**src/design/mkm_pkg.sv**
```systemverilog
`timescale 1ns / 1ps

package mkm_pkg;

    // fixed field widths
    localparam int DIST_W     = 38;
    localparam int VAL_W      = 16;
    localparam int IDX_OUT_W  = 10;
    localparam int CFG_IDX_W  = 2;
    localparam int CFG_DATA_W = 11;
    localparam int ML_W       = 5;

    // operation codes
    localparam logic [1:0] OP_LOAD_SOURCE = 2'd0;
    localparam logic [1:0] OP_LOAD_TARGET = 2'd1;
    localparam logic [1:0] OP_QUERY       = 2'd2;

    // configuration register indexes
    localparam logic [CFG_IDX_W-1:0] CFG_MATCH_LIMIT  = 2'd0;
    localparam logic [CFG_IDX_W-1:0] CFG_SOURCE_COUNT = 2'd1;
    localparam logic [CFG_IDX_W-1:0] CFG_TARGET_COUNT = 2'd2;

    // sequencer states
    typedef enum logic [2:0] {
        ST_IDLE,
        ST_SCAN,
        ST_DRAIN,
        ST_REV_SETUP,
        ST_CHECK,
        ST_FINISH
    } state_t;

endpackage

```
**src/design/mkm_dist.sv**
```systemverilog
`timescale 1ns / 1ps

module mkm_dist #(
    parameter int PT_W = 10
) (
    input  logic                        aclk,
    input  logic                        aresetn,
    input  logic                        in_v,
    input  logic                        in_last,
    input  logic [PT_W-1:0]             in_tag,
    input  logic [mkm_pkg::VAL_W-1:0]   a,
    input  logic [mkm_pkg::VAL_W-1:0]   b,
    output logic                        out_v,
    output logic [PT_W-1:0]             out_tag,
    output logic [mkm_pkg::DIST_W-1:0]  out_d,
    output logic                        busy
);

    logic [mkm_pkg::VAL_W-1:0]   absdiff;
    logic                        sq_v_reg;
    logic                        sq_last_reg;
    logic [PT_W-1:0]             sq_tag_reg;
    logic [2*mkm_pkg::VAL_W-1:0] sq_reg;
    logic [mkm_pkg::DIST_W-1:0]  acc_reg;
    logic [mkm_pkg::DIST_W-1:0]  sum;
    logic                        out_v_reg;
    logic [PT_W-1:0]             out_tag_reg;
    logic [mkm_pkg::DIST_W-1:0]  out_d_reg;

    assign absdiff = (a > b) ? (a - b) : (b - a);
    assign sum     = acc_reg + mkm_pkg::DIST_W'(sq_reg);

    // square stage and accumulate stage, control
    always_ff @(posedge aclk) begin
        if (!aresetn) begin
            sq_v_reg  <= 1'b0;
            out_v_reg <= 1'b0;
            acc_reg   <= '0;
        end else begin
            sq_v_reg  <= in_v;
            out_v_reg <= sq_v_reg && sq_last_reg;
            if (sq_v_reg) begin
                acc_reg <= sq_last_reg ? '0 : sum;
            end
        end
    end

    // payload
    always_ff @(posedge aclk) begin
        sq_last_reg <= in_last;
        sq_tag_reg  <= in_tag;
        sq_reg      <= (2*mkm_pkg::VAL_W)'(absdiff) * (2*mkm_pkg::VAL_W)'(absdiff);
        if (sq_v_reg && sq_last_reg) begin
            out_d_reg   <= sum;
            out_tag_reg <= sq_tag_reg;
        end
    end

    assign out_v   = out_v_reg;
    assign out_tag = out_tag_reg;
    assign out_d   = out_d_reg;
    assign busy    = sq_v_reg || out_v_reg;

endmodule

```
**config.mk**
```make
export PLATFORM = sky130hd
export DESIGN_NAME = mkm_dist
export DESIGN_NICKNAME = d
export VERILOG_FILES = /design/src/design/mkm_pkg.sv /design/src/design/mkm_dist.sv
export SDC_FILE = /design/constraint.sdc
export NUM_CORES = 1
export LEC_CHECK = 0
export BUFFER_PORTS_ARGS = -buffer_cell sky130_fd_sc_hd__buf_2
export CORE_MARGIN = 3
export CORE_UTILIZATION = 63
export DETAILED_ROUTE_END_ITERATION = 16
export GPL_ROUTABILITY_DRIVEN = 0
export PLACE_DENSITY = 0.79
export SYNTH_ARGS = -nofsm -noshare
export SYNTH_HDL_FRONTEND = slang
export SYNTH_SLANG_ARGS = --single-unit
```
**constraint.sdc**
```tcl
create_clock -name aclk -period 10.1 [get_ports aclk]
set_input_delay 1.515 -clock aclk [delete_from_list [all_inputs] [get_ports aclk]]
set_output_delay 1.515 -clock aclk [all_outputs]
set_load 0.1 [all_outputs]
```
==> results of run 1 <==
==> cell type report <==
| class | count | area [um^2] | share of cell area (%) |
|---|---|---|---|
| inverter | 280 | 1050 | 6.64 |
| sequential | 130 | 3080 | 19.5 |
| tap | 280 | 350 | 2.21 |
| clock inverter | 13 | 151 | 0.956 |
| timing repair buffer | 132 | 753 | 4.76 |
| clock buffer | 19 | 454 | 2.87 |
| multi-input combinational | 1080 | 9990 | 63.1 |
==> routing by layer <==
metal	up-vias	global-route usage, %
met3	73	3.63
met1	5277	33.6
li1	5250	-
met2	401	48.5
met4	0	9.01
met5	-	0
==> metrics by stage <==
stage / setup WS (ns) / hold slack [ns] / cells
floorplan: 0.844 / 0.386 / 1541
global placement: 0.314 / 0.386 / 1897
detailed placement: 0.0903 / 0.389 / 1897
CTS: 0.521 / 0.403 / 1929
global route: 0.211 / 0.404 / 1934
finish: 0.646 / 0.404 / 1934
==> worst reg2reg max path, stage by stage, from the launching register on <==
cell and delay (ns):
dfxtp_1 0.31, ha_1 0.25, ha_1 0.25, a211oi_1 0.35, nor2_1 0.13, o211ai_1 0.30
o21ai_1 0.13, a31oi_1 0.43, o31ai_2 0.22, a211oi_2 0.44, nand3b_1 0.18, xnor2_1 0.08
==> cell families after synthesis <==
kind of cell,Yosys count
adder cells (fa/ha/maj),326
AO/OA/AOI/OAI,289
AND/OR/NAND/NOR,367
multiplexers,16
flip-flops,130
XOR/XNOR,82
buffers and inverters,331
==> worst max path at each step <==
stage          startpoint                 end  cells after the start  slack, ns
4_1_cts             a[10]  sq_reg[31]$_DFF_P_                     33       0.52
6_report             a[0]  sq_reg[29]$_DFF_P_                     35       0.65
2_1_floorplan       a[13]  sq_reg[31]$_DFF_P_                     35       0.84
3_5_place_dp        a[10]  sq_reg[31]$_DFF_P_                     33       0.09
5_1_grt              a[8]  sq_reg[31]$_DFF_P_                     32       0.21
3_3_place_gp        a[12]  sq_reg[29]$_DFF_P_                     34       0.31
==> synthesized netlist by cell type, types with 4 or more instances <==
| cell | n | area, um^2 |
|---|---|---|
| inv_2 | 12 | 45.0 |
| a211o_1 | 5 | 43.8 |
| a31oi_1 | 9 | 56.3 |
| inv_1 | 267 | 1000 |
| o21ai_0 | 36 | 180 |
| nand3b_1 | 6 | 45.0 |
| mux2_2 | 4 | 45.0 |
| dfxtp_1 | 82 | 1640 |
| a221oi_1 | 4 | 35.0 |
| or2_2 | 6 | 37.5 |
| nand2b_1 | 10 | 62.6 |
| nor2b_1 | 9 | 56.3 |
| nor2_1 | 139 | 522 |
| ha_1 | 161 | 2010 |
| o211ai_1 | 9 | 67.6 |
| fa_1 | 165 | 3300 |
| o21ai_1 | 8 | 40.0 |
| a211oi_1 | 9 | 67.6 |
| mux2i_1 | 10 | 100 |
| edfxtp_1 | 48 | 1440 |
| xor2_1 | 22 | 193 |
| clkbuf_1 | 21 | 78.8 |
| nor3_1 | 7 | 35.0 |
| a22oi_1 | 24 | 180 |
| or3_1 | 4 | 25.0 |
| and3_1 | 13 | 81.3 |
| a21o_1 | 45 | 338 |
| buf_6 | 4 | 45.0 |
| nand3_1 | 25 | 125 |
| a21oi_1 | 82 | 410 |
| xnor2_2 | 4 | 65.1 |
| nand2_1 | 120 | 450 |
| buf_2 | 18 | 90.1 |
| o21bai_1 | 8 | 60.1 |
| o21a_1 | 7 | 52.6 |
| nand4_1 | 9 | 56.3 |
| xnor2_1 | 52 | 455 |
==> flow_summary.yaml, run 1 <==
synthesis:
  synth-simple-area-share_pct: 11.7
  yosys_warnings: 0
  netlist_area_um2: 14400
  synthXorXnorAreaFrac_pct: 5.47
  synth-async-reset-ratio_pct: 0
  synth-adder-area-share_pct: 36.9
  synth_fp_nets: 1913
  yosys.cell_types.count: 88
  synth_top_family_by_area: "adder cells"
  postSynthCellCount: 1541
  avgSynthCellArea_um2: 9.36
  synth.area.mux_share_pct: 1.32
  synth_flop_cell: "dfxtp_1"
  seq_area_frac_synth_pct: 21.4
  synth_compound_area_share_pct: 13.9
  synth-seq-cells: 130
  synth_enable_flop_cells: 48
final_layout:
  antenna_cells: 0
  final_area_um2: 15800
  layout_common_cells: "inv_1 (266), fa_1 (165), ha_1 (161)"
  drive_gt1_share_pct: 13.7
  nFillCells: 1690
  final_common_cell: "inv_1"
  fin_nets: 2013
  syn_to_final_growth_pct: 9.79
  finish.utilization_pct: 71.4
worst_setup_path:
  crit_top_cell: "fa_1"
  crit_family: "adder cells"
  reg2reg_depth: 11
  endpoint_kind: "register"
  critical_path_arrival_ns: 9.76
  crit_type: "in2reg"
  reg2reg_slack_ns: 6.77
  cp.required_ns: 10.41
  worst_path_max_delay_cell: "fa_1"
  r2r_start: "sq_reg[0]$_DFF_P_"
  r2r_end: "out_d[36]$_DFFE_PP_"
  worst-path-buf-inv: 10
  worstSetupStartpointType: "primary input"
  crit_fanout: 11
  cp_slowest_stage_delay_ns: 0.56
cts:
  cts.sinks: 130
  ctsHoldBuffers: 0
  worstSkewPairLatency_ns: 0.42
  clockBufferDepth: 2
  cts_tree: "done"
  post_cts_buffers: 0
  cts.clk_slew.worst_paths_ns: 0.06
  cts_buffers: 17
  cts_root_buffer: "clkbuf_16"
  cts_resized: 0
  cts_max_level: 4
route:
  highest_layer: "met4"
  wl_per_cell_um: 16.6
  via_per_inst: 5.69
  dr.pass1.iters: 5
  drtIter0Drc: 654
  routed-wl-met2_um: 15900
  routed_wirelength_um: 32200
  vias: 11000
  wl_met3_um: 1840
  remaining_drc_errors: 0
  wl_met1_um: 13500
  drtAntennaViolNets: 0
timing:
  fmax_mhz: 106
  setup_violations: 0
  slew_viol_final: 0
  min_period_over_period_pct: 93.6
  relSlewSlack_pct: 21.8
  worstMarginPinSlew_ns: 1.17
  setup-tns-final_ns: 0
  rsz0062_at_grt: "false"
  skew_ns: 0.0101
  hold_viol: 0
  period_minus_slack_ns: 9.45
run:
  drv_cap: 0
placed_design:
  io_buffers: 95
  placedInstanceArea_um2: 15200
  dp_hpwl_um: 25700
min_path:
  min-delay-start: "sq_tag_reg[8]$_DFF_P_"
  min_delay_path_depth: 0
  hold_class: "reg2reg"
  hold_end: "out_tag[8]$_DFFE_PP_"
outcome:
  outcome: "finished, final reports clean"
global_route:
  groute.usage.overall_pct: 27.0
  grt_overflow: 0
  grt_pass1_vias: 11500
  antenna_found_initial: 0
  grt_pass1_wl_um: 54000
  grt_max_degree: 49
die:
  die_h_um: 157
  initial_core_util_pct: 65.1
  num_rows: 54
  dieWidth_um: 157
  fp.coreArea_um2: 22200
  io_pins: 96
  dieArea_um2: 24700
Power of run 1 is not shown: default switching activity piles up to over one toggle a cycle in this logic, so the estimate is an artifact.
==> run 2, diff against run 1 <==
Settings changed: ABC_AREA set to 1, CAP_MARGIN set to 0, CORE_UTILIZATION 63 to 64, PLACE_DENSITY 0.79 to 0.8.
==> flow_summary.yaml, run 2 <==
worst_setup_path:
  reg2reg_slack_ns: 7.72
  endpoint_kind: "register"
  critical_path_arrival_ns: 8.82
  reg2reg_depth: 14
  cp.required_ns: 10.40
  startpoint: "a[2]"
  worst_path_max_delay_cell: "fa_1"
  r2r_start: "sq_reg[0]$_DFF_P_"
  crit_fanout: 14
  crit_type: "in2reg"
  r2r_end: "out_d[26]$_DFFE_PP_"
  cp_slowest_stage_delay_ns: 0.55
  worstSetupStartpointType: "primary input"
final_layout:
  final_area_um2: 16700
  final_common_cell: "nand2_1"
  fin_nets: 2425
  drive_gt1_share_pct: 11.4
  antenna_cells: 0
  syn_to_final_growth_pct: 8.34
  layout_common_cells: "nand2_1 (439), inv_1 (374), fa_1 (165)"
timing:
  hold_viol: 0
  relSlewSlack_pct: 36.0
  skew_ns: 0.00806
  min_period_over_period_pct: 84.3
  setup_violations: 0
  setup-tns-final_ns: 0
  slew_viol_final: 0
  period_minus_slack_ns: 8.51
  fmax_mhz: 117
  worstMarginPinSlew_ns: 0.958
  rsz0062_at_grt: "false"
min_path:
  hold_class: "reg2reg"
  hold_end: "out_tag[4]$_DFFE_PP_"
  min-delay-start: "sq_tag_reg[4]$_DFF_P_"
  min_delay_path_depth: 0
route:
  routed_wirelength_um: 35500
  via_per_inst: 5.38
  drtIter0Drc: 915
  vias: 12800
  wl_per_cell_um: 14.9
  remaining_drc_errors: 0
  dr.pass1.iters: 5
  drtAntennaViolNets: 0
die:
  num_rows: 56
  die_h_um: 161
  io_pins: 96
  initial_core_util_pct: 65.4
  dieWidth_um: 161
  dieArea_um2: 26000
  fp.coreArea_um2: 23600
synthesis:
  synthTopCellsByArea: "fa_1 (21%), ha_1 (13%), nand2_1 (11%)"
  postSynthCellCount: 1965
  yosys.cell_types.count: 46
  avgSynthCellArea_um2: 7.86
  yosysTopAreaCellShare_pct: 21.4
  synth_fp_nets: 2337
  synth-seq-cells: 130
  synth_top_area_cell: "fa_1"
  yosys_warnings: 0
  netlist_area_um2: 15400
  yosysMostFrequentCell: "nand2_1"
  synth-async-reset-ratio_pct: 0
  synth_enable_flop_cells: 48
  seq_area_frac_synth_pct: 20.0
  synthTopCellsByCount: "nand2_1 (439), inv_1 (375), fa_1 (165)"
  synth_flop_cell: "dfxtp_1"
cts:
  cts_resized: 0
  cts_tree: "done"
  post_cts_buffers: 0
  cts_buffers: 17
  worstSkewPairLatency_ns: 0.42
  cts_root_buffer: "clkbuf_16"
  cts.clk_slew.worst_paths_ns: 0.06
  clockBufferDepth: 2
  cts.sinks: 130
  ctsHoldBuffers: 0
  cts_max_level: 4
global_route:
  met3_usage_pct: 3.31
  grt_pass1_wl_um: 60500
  grt_overflow: 0
  antenna_found_initial: 0
  use_met1_pct: 34.1
  grt_pass1_vias: 13300
  groute.usage.overall_pct: 28.2
  use_met2_pct: 50.9
  top_usage_layer: "met2"
  grt_max_degree: 49
run:
  drv_cap: 0
placed_design:
  io_buffers: 95
  placedInstanceArea_um2: 16100
  dp_hpwl_um: 29100
outcome:
  outcome: "finished, final reports clean"
-- run 2: cell count changes in the layout (fill, tap and decap cells not counted), sizes merged, moves of 30 or more --
cell / previous run / this run
xnor2: 57 / 20
a21oi: 84 / 136
inv: 283 / 403
nor2: 139 / 176
nand3: 26 / 68
a21o: 47 / 3
xor2: 25 / 55
buf: 132 / 99
nand2: 121 / 481
-- run 2: critical path, delay by kind of cell --
| family | cells | cell delay [ns] |
|---|---|---|
| compound gates | 6 | 1.45 |
| fa+ha+maj | 8 | 3.90 |
| buf+inv | 8 | 0.45 |
| simple gates | 12 | 1.49 |
-- run 2: routing by layer --
| metal | vias up | wire length (um) |
|---|---|---|
| met5 | - | 0 |
| met4 | 0 | 1480 |
| met3 | 129 | 1970 |
| met2 | 481 | 17700 |
| met1 | 5975 | 14300 |
| li1 | 6239 | - |
-- run 2: cell type report --
| type | instances | area (um^2) |
|---|---|---|
| Clock inverter | 11 | 103 |
| Tap cell | 319 | 399 |
| Fill cell | 1865 | 6890 |
| Sequential cell | 130 | 3080 |
| Timing Repair Buffer | 99 | 505 |
| Inverter | 403 | 1520 |
| Clock buffer | 21 | 493 |
| Multi-Input combinational cell | 1402 | 10600 |
-- run 2: cell families (layout without fill, tap and decap cells) --
| group | count (synthesis) | after routing | synth area share (%) |
|---|---|---|---|
| XOR/XNOR | 75 | 75 | 4.25 |
| buffers and inverters | 433 | 534 | 11.2 |
| adder cells (fa/ha/maj) | 326 | 326 | 34.4 |
| AO/OA/AOI/OAI | 219 | 219 | 7.76 |
| AND/OR/NAND/NOR | 782 | 782 | 22.4 |
| flip-flops | 130 | 130 | 20.0 |
-- run 2: how the worst max path moves through the flow --
stage                               to  slack [ns]  depth (start not counted)
floorplan           sq_reg[28]$_DFF_P_        2.14                         36
global placement    sq_reg[28]$_DFF_P_        1.45                         34
detailed placement  sq_reg[28]$_DFF_P_        1.25                         34
CTS                 sq_reg[28]$_DFF_P_        1.66                         34
global route        sq_reg[28]$_DFF_P_        1.13                         34
finish              sq_reg[28]$_DFF_P_        1.59                         34
-- run 2: metrics by stage --
step                      setup slack (ns)  std cells  hold WS [ns]  util, %
after floorplan                       2.14       1965         0.386        -
after global placement                1.45       2353         0.385     68.3
after detailed placement              1.25       2353         0.390     68.3
after CTS                             1.66       2385         0.404     70.8
after global routing                  1.13       2385         0.408     70.8
final                                 1.59       2385         0.400     70.8
Power of run 2 is left out for the same reason.
